[src/rtl/core/lidar_median_obstacle_stop_unit_defines.svh]
// ----------------------------------------------------------------------------
// lidar median obstacle stop: assertion macros
// Shared concurrent assertion forms, clocked on clk and held off during rst.
// ----------------------------------------------------------------------------
`ifndef LIDAR_MEDIAN_OBSTACLE_STOP_UNIT_DEFINES_SVH
`define LIDAR_MEDIAN_OBSTACLE_STOP_UNIT_DEFINES_SVH

// a condition that holds at every clock edge out of reset
`define LMOS_ASSERT_ALWAYS(lbl, cond, msg) \
  lbl: assert property (@(posedge clk) disable iff (rst) (cond)) else $error(msg);

// an implication checked at every clock edge out of reset
`define LMOS_ASSERT_IMPL(lbl, prop, msg) \
  lbl: assert property (@(posedge clk) disable iff (rst) prop) else $error(msg);

`endif

[src/rtl/core/lmos_pkg.sv]
// ----------------------------------------------------------------------------
// lmos_pkg
// Shared types and constants of the lidar median obstacle stop unit.
// ----------------------------------------------------------------------------
package lmos_pkg;

  // default sizes handed down from the top level
  localparam int WINDOW_DEFAULT      = 15;
  localparam int QUEUE_DEPTH_DEFAULT = 4;

  // field widths
  localparam int DIST_W   = 16;
  localparam int FILT_W   = 17;
  localparam int BYTE_W   = 8;
  localparam int RUN_W    = 4;
  localparam int PHASE_W  = 4;
  localparam int CFG_IDX_W  = 2;
  localparam int CFG_DATA_W = 16;
  localparam int M_DATA_W = 48;

  // frame format
  localparam logic [BYTE_W-1:0]  HEADER_BYTE = 8'h59;
  localparam logic [PHASE_W-1:0] PH_HUNT1    = 4'd0;
  localparam logic [PHASE_W-1:0] PH_HUNT2    = 4'd1;
  localparam logic [PHASE_W-1:0] PH_DIST_LO  = 4'd2;
  localparam logic [PHASE_W-1:0] PH_DIST_HI  = 4'd3;
  localparam logic [PHASE_W-1:0] PH_CHECK    = 4'd8;
  localparam logic [RUN_W-1:0]   RUN_MAX     = 4'd15;

  // input kinds on tuser
  localparam logic OP_BYTE    = 1'b0;
  localparam logic OP_TIMEOUT = 1'b1;

  // register indexes
  localparam logic [CFG_IDX_W-1:0] REG_THRESHOLD = 2'd0;
  localparam logic [CFG_IDX_W-1:0] REG_REQUIRED  = 2'd1;
  localparam logic [CFG_IDX_W-1:0] REG_RUN_DUTY  = 2'd2;

  // register reset values
  localparam logic [15:0] THRESHOLD_RESET = 16'd800;
  localparam logic [3:0]  REQUIRED_RESET  = 4'd5;
  localparam logic [7:0]  RUN_DUTY_RESET  = 8'd100;

  // command from the parser to the filter back end
  typedef struct packed {
    logic              clear;
    logic [DIST_W-1:0] distance;
  } cmd_t;

  // configuration seen by the back end
  typedef struct packed {
    logic [15:0] threshold_cm;
    logic [3:0]  readings_required;
    logic [7:0]  run_duty;
  } cfg_t;

endpackage

[src/rtl/core/lmos_parser.sv]
// ----------------------------------------------------------------------------
// lmos_parser
// Frame parser: hunts the double header, gathers the distance and checksum,
// and queues a distance per good frame or a clear per timeout.
// ----------------------------------------------------------------------------
module lmos_parser (
  input  logic                clk,
  input  logic                rst,
  input  logic                in_valid,
  input  logic                in_op,
  input  logic [7:0]          in_byte,
  output logic                push,
  output lmos_pkg::cmd_t      push_cmd
);
  import lmos_pkg::*;

  logic [PHASE_W-1:0] phase;
  logic [BYTE_W-1:0]  frame_sum;
  logic [BYTE_W-1:0]  dist_low;
  logic [BYTE_W-1:0]  dist_high;

  // command toward the queue
  assign push_cmd.clear    = (in_op == OP_TIMEOUT);
  assign push_cmd.distance = {dist_high, dist_low};
  assign push = in_valid &&
                ((in_op == OP_TIMEOUT) ||
                 (phase == PH_CHECK && in_byte == frame_sum));

  // parse state
  always_ff @(posedge clk) begin
    if (rst) begin
      phase     <= PH_HUNT1;
      frame_sum <= '0;
    end else if (in_valid) begin
      if (in_op == OP_TIMEOUT) begin
        phase     <= PH_HUNT1;
        frame_sum <= '0;
      end else if (phase == PH_HUNT1) begin
        if (in_byte == HEADER_BYTE) phase <= PH_HUNT2;
      end else if (phase == PH_HUNT2) begin
        if (in_byte == HEADER_BYTE) begin
          phase     <= PH_DIST_LO;
          frame_sum <= HEADER_BYTE + HEADER_BYTE;
        end else begin
          phase <= PH_HUNT1;
        end
      end else if (phase < PH_CHECK) begin
        frame_sum <= frame_sum + in_byte;
        phase     <= phase + 1'b1;
      end else begin
        phase     <= PH_HUNT1;
        frame_sum <= '0;
      end
    end
  end

  // distance bytes
  always_ff @(posedge clk) begin
    if (in_valid && in_op == OP_BYTE) begin
      if (phase == PH_DIST_LO) dist_low  <= in_byte;
      if (phase == PH_DIST_HI) dist_high <= in_byte;
    end
  end

endmodule

[src/rtl/core/lmos_queue.sv]
// ----------------------------------------------------------------------------
// lmos_queue
// Small command fifo between the parser and the filter back end.
// ----------------------------------------------------------------------------
module lmos_queue #(
  parameter int DEPTH = lmos_pkg::QUEUE_DEPTH_DEFAULT
) (
  input  logic           clk,
  input  logic           rst,
  input  logic           push,
  input  lmos_pkg::cmd_t push_cmd,
  output logic           full,
  output logic           head_valid,
  output lmos_pkg::cmd_t head_cmd,
  input  logic           pop
);
  import lmos_pkg::*;

  localparam int AW = (DEPTH > 1) ? $clog2(DEPTH) : 1;
  localparam int CW = $clog2(DEPTH + 1);

  cmd_t          slots [DEPTH];
  logic [AW-1:0] wr_ptr;
  logic [AW-1:0] rd_ptr;
  logic [CW-1:0] count;
  logic          do_push;
  logic          do_pop;

  assign full       = (count == CW'(DEPTH));
  assign head_valid = (count != '0);
  assign head_cmd   = slots[rd_ptr];
  assign do_push    = push && !full;
  assign do_pop     = pop && head_valid;

  // storage
  always_ff @(posedge clk) begin
    if (do_push) slots[wr_ptr] <= push_cmd;
  end

  // pointers and fill level
  always_ff @(posedge clk) begin
    if (rst) begin
      wr_ptr <= '0;
      rd_ptr <= '0;
      count  <= '0;
    end else begin
      if (do_push) wr_ptr <= (wr_ptr == AW'(DEPTH - 1)) ? '0 : wr_ptr + 1'b1;
      if (do_pop)  rd_ptr <= (rd_ptr == AW'(DEPTH - 1)) ? '0 : rd_ptr + 1'b1;
      if (do_push && !do_pop)      count <= count + 1'b1;
      else if (do_pop && !do_push) count <= count - 1'b1;
    end
  end

endmodule

[src/rtl/core/lmos_median_back.sv]
// ----------------------------------------------------------------------------
// lmos_median_back
// Back end: keeps the sample window and a sorted copy of it, takes the
// median, counts close readings and latches the stop.
// ----------------------------------------------------------------------------
`include "lidar_median_obstacle_stop_unit_defines.svh"

module lmos_median_back #(
  parameter int WINDOW = lmos_pkg::WINDOW_DEFAULT
) (
  input  logic           clk,
  input  logic           rst,
  input  lmos_pkg::cfg_t cfg,
  input  logic           q_valid,
  input  lmos_pkg::cmd_t q_cmd,
  output logic           q_pop,
  output logic           out_valid,
  input  logic           out_ready,
  output logic [15:0]    out_raw,
  output logic [16:0]    out_filt,
  output logic           out_close,
  output logic [3:0]     out_run,
  output logic           out_stop,
  output logic [7:0]     out_pwm
);
  import lmos_pkg::*;

  localparam int IW = (WINDOW > 1) ? $clog2(WINDOW) : 1;
  localparam int CW = $clog2(WINDOW + 1);

  localparam logic [2:0] ST_IDLE   = 3'd0;
  localparam logic [2:0] ST_REMOVE = 3'd1;
  localparam logic [2:0] ST_INSERT = 3'd2;
  localparam logic [2:0] ST_MED_A  = 3'd3;
  localparam logic [2:0] ST_MED_B  = 3'd4;
  localparam logic [2:0] ST_DECIDE = 3'd5;

  logic [2:0]        state;
  logic [DIST_W-1:0] win    [WINDOW];
  logic [DIST_W-1:0] sorted [WINDOW];
  logic [DIST_W-1:0] rem_val [WINDOW];
  logic [DIST_W-1:0] ins_val [WINDOW];
  logic [WINDOW-1:0] lt;
  logic [IW-1:0]     wslot;
  logic [CW-1:0]     sort_n;
  logic [RUN_W-1:0]  close_count;
  logic              halted;
  logic [DIST_W-1:0] raw;
  logic [DIST_W-1:0] old;
  logic [DIST_W-1:0] key;
  logic [DIST_W-1:0] med_a;
  logic [FILT_W-1:0] filt;
  logic [IW-1:0]     half;
  logic [IW-1:0]     rd_idx;
  logic [DIST_W-1:0] rd_val;
  logic              odd;
  logic              close;
  logic [RUN_W-1:0]  count_next;
  logic              stop_next;
  logic              out_free;

  // sorted-list lane compare against the value being removed or inserted
  assign key = (state == ST_REMOVE) ? old : raw;

  genvar k;
  generate
    for (k = 0; k < WINDOW; k++) begin : g_lane
      assign lt[k] = (CW'(k) < sort_n) && (sorted[k] < key);
      if (k == WINDOW - 1) begin : g_top
        assign rem_val[k] = sorted[k];
      end else begin : g_mid
        assign rem_val[k] = lt[k] ? sorted[k] : sorted[k+1];
      end
      if (k == 0) begin : g_bot
        assign ins_val[k] = lt[k] ? sorted[k] : key;
      end else begin : g_up
        assign ins_val[k] = lt[k] ? sorted[k] : (lt[k-1] ? key : sorted[k-1]);
      end
      // shift the lane on remove and insert
      always_ff @(posedge clk) begin
        if (state == ST_REMOVE)      sorted[k] <= rem_val[k];
        else if (state == ST_INSERT) sorted[k] <= ins_val[k];
      end
    end
  endgenerate

  // median read port, low middle then high middle
  assign odd    = sort_n[0];
  assign half   = IW'(sort_n >> 1);
  assign rd_idx = (state == ST_MED_A && !odd) ? half - 1'b1 : half;
  assign rd_val = sorted[rd_idx];

  // close decision for the finished median
  assign close      = (filt != '0) && (filt <= {1'b0, cfg.threshold_cm, 1'b0});
  assign count_next = !close ? '0 :
                      (close_count == RUN_MAX) ? RUN_MAX : close_count + 1'b1;
  assign stop_next  = halted || (count_next >= cfg.readings_required);
  assign out_free   = !out_valid || out_ready;
  assign q_pop      = (state == ST_IDLE) && q_valid;

  // circular sample window
  always_ff @(posedge clk) begin
    if (q_pop && !halted && !q_cmd.clear) begin
      win[wslot] <= q_cmd.distance;
      old        <= win[wslot];
      raw        <= q_cmd.distance;
    end
  end

  // median datapath
  always_ff @(posedge clk) begin
    if (state == ST_MED_A) med_a <= rd_val;
    if (state == ST_MED_B) begin
      filt <= odd ? {rd_val, 1'b0} : {1'b0, med_a} + {1'b0, rd_val};
    end
  end

  // sequencer
  always_ff @(posedge clk) begin
    if (rst) begin
      state       <= ST_IDLE;
      wslot       <= '0;
      sort_n      <= '0;
      close_count <= '0;
      halted      <= 1'b0;
    end else begin
      unique case (state)
        ST_IDLE: begin
          if (q_pop && !halted) begin
            if (q_cmd.clear) begin
              close_count <= '0;
            end else begin
              wslot <= (wslot == IW'(WINDOW - 1)) ? '0 : wslot + 1'b1;
              state <= (sort_n == CW'(WINDOW)) ? ST_REMOVE : ST_INSERT;
            end
          end
        end
        ST_REMOVE: begin
          sort_n <= sort_n - 1'b1;
          state  <= ST_INSERT;
        end
        ST_INSERT: begin
          sort_n <= sort_n + 1'b1;
          state  <= ST_MED_A;
        end
        ST_MED_A: state <= ST_MED_B;
        ST_MED_B: state <= ST_DECIDE;
        ST_DECIDE: begin
          if (out_free) begin
            close_count <= count_next;
            halted      <= stop_next;
            state       <= ST_IDLE;
          end
        end
        default: state <= ST_IDLE;
      endcase
    end
  end

  // output register
  always_ff @(posedge clk) begin
    if (rst) begin
      out_valid <= 1'b0;
    end else if (state == ST_DECIDE && out_free) begin
      out_valid <= 1'b1;
    end else if (out_ready) begin
      out_valid <= 1'b0;
    end
  end

  always_ff @(posedge clk) begin
    if (state == ST_DECIDE && out_free) begin
      out_raw   <= raw;
      out_filt  <= filt;
      out_close <= close;
      out_run   <= count_next;
      out_stop  <= stop_next;
      out_pwm   <= stop_next ? '0 : cfg.run_duty;
    end
  end

  // checks
  `LMOS_ASSERT_ALWAYS(a_sort_n_range, sort_n <= CW'(WINDOW), "sorted count exceeds window")
  `LMOS_ASSERT_IMPL(a_halt_sticky, halted |=> halted, "stop latch released")
  `LMOS_ASSERT_IMPL(a_remove_full, (state == ST_REMOVE) |-> (sort_n == CW'(WINDOW)),
                    "eviction without a full window")
  `LMOS_ASSERT_IMPL(a_stop_zero_duty, (out_valid && out_stop) |-> (out_pwm == '0),
                    "stopped result with nonzero duty")

endmodule

[src/rtl/core/lidar_median_obstacle_stop_unit.sv]
// ----------------------------------------------------------------------------
// lidar_median_obstacle_stop_unit
// Lidar frame parser with a sliding-window median filter and obstacle stop.
// ----------------------------------------------------------------------------
// Input: one byte or timeout transaction per cycle while the command fifo has room.
// Back end: per good frame, evict (once the window is full), insert, two median
//   reads and decide, which waits for a free output register; it pops no command
//   until decide is done. A frame spans 9 input bytes; the result is registered.
// Reset: synchronous rst clears parser, fifo, counts and stop latch and loads
//   the register defaults; window contents are not cleared, only the held count.
module lidar_median_obstacle_stop_unit #(
  parameter int WINDOW      = lmos_pkg::WINDOW_DEFAULT,
  parameter int QUEUE_DEPTH = lmos_pkg::QUEUE_DEPTH_DEFAULT
) (
  input  logic        clk,
  input  logic        rst,
  // input stream
  input  logic        s_tvalid,
  output logic        s_tready,
  input  logic [7:0]  s_tdata,   // [7:0] rx_byte
  input  logic        s_tuser,   // [0] op
  // result stream
  output logic        m_tvalid,
  input  logic        m_tready,
  output logic [47:0] m_tdata,   // [15:0] raw_distance, [32:16] filtered_half_cm,
                                 // [33] close_flag, [37:34] close_run,
                                 // [38] stop_latched, [46:39] pwm_duty, [47] zero
  // register writes
  input  logic        cfg_write,
  input  logic [1:0]  cfg_index,
  input  logic [15:0] cfg_data
);
  import lmos_pkg::*;

  cfg_t         cfg;
  logic         in_valid;
  logic         push;
  cmd_t         push_cmd;
  logic         q_full;
  logic         q_valid;
  cmd_t         q_cmd;
  logic         q_pop;
  logic [15:0]  out_raw;
  logic [16:0]  out_filt;
  logic         out_close;
  logic [3:0]   out_run;
  logic         out_stop;
  logic [7:0]   out_pwm;

  // configuration registers
  always_ff @(posedge clk) begin
    if (rst) begin
      cfg.threshold_cm      <= THRESHOLD_RESET;
      cfg.readings_required <= REQUIRED_RESET;
      cfg.run_duty          <= RUN_DUTY_RESET;
    end else if (cfg_write) begin
      unique case (cfg_index)
        REG_THRESHOLD: cfg.threshold_cm      <= cfg_data;
        REG_REQUIRED:  cfg.readings_required <= cfg_data[3:0];
        REG_RUN_DUTY:  cfg.run_duty          <= cfg_data[7:0];
        default: ;
      endcase
    end
  end

  // input handshake
  assign s_tready = !q_full;
  assign in_valid = s_tvalid && s_tready;

  lmos_parser u_parser (
    .clk      (clk),
    .rst      (rst),
    .in_valid (in_valid),
    .in_op    (s_tuser),
    .in_byte  (s_tdata),
    .push     (push),
    .push_cmd (push_cmd)
  );

  lmos_queue #(
    .DEPTH (QUEUE_DEPTH)
  ) u_queue (
    .clk        (clk),
    .rst        (rst),
    .push       (push),
    .push_cmd   (push_cmd),
    .full       (q_full),
    .head_valid (q_valid),
    .head_cmd   (q_cmd),
    .pop        (q_pop)
  );

  lmos_median_back #(
    .WINDOW (WINDOW)
  ) u_back (
    .clk       (clk),
    .rst       (rst),
    .cfg       (cfg),
    .q_valid   (q_valid),
    .q_cmd     (q_cmd),
    .q_pop     (q_pop),
    .out_valid (m_tvalid),
    .out_ready (m_tready),
    .out_raw   (out_raw),
    .out_filt  (out_filt),
    .out_close (out_close),
    .out_run   (out_run),
    .out_stop  (out_stop),
    .out_pwm   (out_pwm)
  );

  // result packing
  assign m_tdata = {1'b0, out_pwm, out_stop, out_run, out_close, out_filt, out_raw};

endmodule

[config.mk]
export PLATFORM = sky130hd
export DESIGN_NAME = lidar_median_obstacle_stop_unit
export DESIGN_NICKNAME = d
export VERILOG_FILES = /design/src/rtl/core/lmos_pkg.sv /design/src/rtl/core/lmos_parser.sv /design/src/rtl/core/lmos_queue.sv /design/src/rtl/core/lmos_median_back.sv /design/src/rtl/core/lidar_median_obstacle_stop_unit.sv
export VERILOG_INCLUDE_DIRS = /design/src /design/src/rtl/core
export SDC_FILE = /design/constraint.sdc
export NUM_CORES = 2
export LEC_CHECK = 0
export ABC_AREA = 1
export BUFFER_PORTS_ARGS = -buffer_cell sky130_fd_sc_hd__buf_4
export CAP_MARGIN = 40
export CELL_PAD_IN_SITES_DETAIL_PLACEMENT = 2
export CELL_PAD_IN_SITES_GLOBAL_PLACEMENT = 2
export CORE_MARGIN = 4
export CORE_UTILIZATION = 37
export DETAILED_ROUTE_END_ITERATION = 6
export GPL_ROUTABILITY_DRIVEN = 0
export GPL_TIMING_DRIVEN = 0
export HOLD_SLACK_MARGIN = 0.03
export PLACE_DENSITY = 0.87
export SYNTH_ARGS = -nofsm -noshare
export SYNTH_HDL_FRONTEND = slang
export SYNTH_SLANG_ARGS = --single-unit
[constraint.sdc]
create_clock -name clk -period 4.21 [get_ports clk]
set_input_delay 0.421 -clock clk [delete_from_list [all_inputs] [get_ports clk]]
set_output_delay 0.421 -clock clk [all_outputs]
set_load 0.05 [all_outputs]
==> results.toml <==
[global_route]
first_global_vias = 45050
grt.overflow.total = 0
grt_max_degree = 35
gr-usage-all-layers_pct = 39.02
antenna_found_initial = 31
grt_pass1_wl_um = 329700

[synth]
async_reset_ff_share_pct = 0
synthTopCellsByCount = "nand2_1 (1284), nand3_1 (703), edfxtp_1 (676)"
yosys_warnings = 0
yosysTopAreaCellShare_pct = 49.30
synth_edf_count = 676
yosysUniqueCellTypes = 60
yosys.area.top_type = "edfxtp_1"
ys_seq_area_share_pct = 52.51
synthCells = 4501
synth_ff_type = "edfxtp_1"
post_synth.cell_area_avg_um2 = 9.148
ys_top_cells_by_area = "edfxtp_1 (49%), nand2_1 (12%), ha_1 (8.7%), nand3_1 (8.5%), inv_1 (3.5%)"
synth_area_um2 = 41180
synth_nets = 4823
ys_ff_latch = 742
yosysMostFrequentCell = "nand2_1"

[timing]
worst_slack_ns = -0.9331
worstMarginPinSlew_ns = 1.227
rsz0062_at_grt = "yes"
hold_slack_ns = 0.04431
hold_viol_final = 0
post-route-period-util_pct = 122.2
setup_viol = 237
drv_slew = 0
clock_skew_ns = 0.09482
post-route-min-period_ns = 5.143
timing.fmax_mhz = 194.4
slew_headroom_pct = 18.21

[pwr]
powerDensity_nw_per_um2 = 993.0
vdd_drop_max_uv = 631.6
leakage_nw = 20.86
totalPowerFinal_w = 0.04971

[placed_design]
dp_hpwl_um = 139000
dpl_cell_area_um2 = 45120
port_buffers = 80

[routing]
wl_met1_um = 85360
wirelength_um = 262900
via_per_inst = 6.927
drt_iter0_drc = 6889
drtPass1Iterations = 7
wl_met3_um = 30980
avgRoutedWirePerCell_um = 41.01
final_antenna_net_count = 0
wl_met2_um = 113200
via_count = 44410
highest_layer = "met5"
drc = 4

[hold_path]
hp-class = "input port to flop"

[final_layout]
fin_area_um2 = 50060
drive_gt1_share_pct = 14.59
syn2layout_area_growth_pct = 21.58
nets = 5153
fillCellCount = 11620

[status]
outcome = "finished with violations"
violations = "DRC, setup timing"

[floorplanning]
ios = 82
coreArea_um2 = 110500
start_util_pct = 37.26
die_x_um = 341.6
die_area_um2 = 116700
die_h_um = 341.6
num_rows = 122

[setup_path]
worstPathRequired_ns = 4.82
r2r_setup_slack_ns = -0.93
crit_path_start_kind = "flop"
crit_fanout = 20
criticalPathCategory = "flop to flop"
arrival_ns = 5.75
endpoint_kind = "flop"

[clock_network]
cts_tree = "yes"
h-tree-depth = 3
cts_buffers = 85
clock-root-buffer = "clkbuf_16"
clk-insertion-delay-late_ns = 0.81
clkTransAtPathRegs_ns = 0.08
cts_max_path_buffers = 3
cts.sinks = 742

[run]
maxCapViolations = 0
cell type report:
class	instances	area, µm²	area share (%)
Antenna cell	21	52.55	0.1050
Buffer	214	1335	2.667
Clock buffer	112	2385	4.764
Clock inverter	46	624.3	1.247
Inverter	391	1473	2.942
Multi-Input combinational cell	3154	18190	36.34
Sequential cell	742	21640	43.22
Tap cell	1488	1862	3.719
Timing Repair Buffer	243	2505	5.003
sequential cells by signal, indices dropped and copies added (netlist names), 8 cells and up, named ones only:
signal / count
u_back.sorted: 240
u_back.win: 240
u_queue.slots: 68
cfg: 28
u_back.filt: 17
u_back.out_filt: 17
u_back.med_a: 16
u_back.old: 16
u_back.out_raw: 16
u_back.raw: 16
u_back.out_pwm: 8
u_parser.dist_high: 8
u_parser.dist_low: 8
u_parser.frame_sum: 8
final timing paths:
kind / start / cells after the start / to
max: u_back.state[2] / 17 / u_back.sorted[12][5]
min: cfg_data[12] / 3 / cfg[24]
max reg2reg: u_back.state[2] / 17 / u_back.sorted[12][5]
min reg2reg: u_back.raw[0] / 0 / u_back.out_raw[0]
through the flow:
stage	setup TNS [ns]	setup slack, ns	instances	util (%)
CTS	-0.001340	-0.001340	6356	44.44
detailed placement	-529.59	-2.039	6160	40.83
global placement	-1061.06	-2.744	6069	39.49
finish	-32.58	-0.9331	6411	45.30
floorplan	0	0.01611	4501	-
global route	-32.49	-0.6249	6394	45.26
worst max-delay path, cell delays in order, from the launching register on:
cell      delay (ns)
dfxtp_2         0.44
inv_2           0.10
nand3_2         0.11
buf_12          0.22
mux2i_4         0.36
clkbuf_2        0.51
buf_12          0.27
ha_1            0.30
nand2_1         0.14
nor2_1          0.07
a211oi_1        0.31
nand2_2         0.30
nand2_4         0.25
nand2_4         0.13
buf_4           0.22
nand2_1         0.15
nand3_1         0.57
nand2_4         0.43
kinds of logic after synthesis:
logic type,after synthesis,share of synthesized area (%)
fa+ha+maj,290,8.867
compound gates,547,8.065
other cells,1,0.009107
simple gates,2285,23.90
flops,742,52.51
buf+inv,607,5.986
mux,15,0.3646
xor+xnor,14,0.2978
per-layer routing:
| metal | track usage, % | up-vias |
|---|---|---|
| met1 | 42.64 | 21710 |
| met4 | 34.48 | 26 |
| li1 | - | 16320 |
| met2 | 62.85 | 4341 |
| met5 | 0.04167 | - |
| met3 | 10.07 | 2014 |
cells in the final DEF (no fill, tap or decap), types with 13 or more instances in the layout:
cell type         n
nand2_1        1270
edfxtp_1        676
nand3_1         663
inv_1           378
ha_1            277
a21oi_1         191
buf_4           151
nor2_1          134
o21ai_0         111
clkbuf_1        110
clkbuf_16        90
a22oi_1          76
dfxtp_1          60
buf_6            57
nand2_2          34
nand3_2          33
buf_8            31
buf_2            27
o211ai_1         27
clkbuf_2         24
buf_12           23
nor2_2           23
diode_2          21
nand4_1          21
or2_2            21
a211oi_1         21
nand3b_1         20
dlygate4sd3_1    20
nor3_1           16
a21oi_2          15
clkbuf_4         13
a31oi_1          13
where the power goes:
part / internal, W / total, W / switching [W] / leakage, nW
Combinational: 0.00769 / 0.0275 / 0.0198 / 12.7
Sequential: 0.0110 / 0.0133 / 0.00232 / 6.72
Clock: 0.00469 / 0.00890 / 0.00421 / 1.44
Total: 0.0234 / 0.0497 / 0.0263 / 20.9
repair_timing:
item	in CTS	in global routing
pin swaps	14	20
endpoints found under the setup margin	484	467
hold buffers	20	0
hold endpoints to repair	32	0
buffers inserted	18	29
gates cloned	2	0
resized for setup	173	152
No activity file was read; power rests on OpenSTA's default activity.
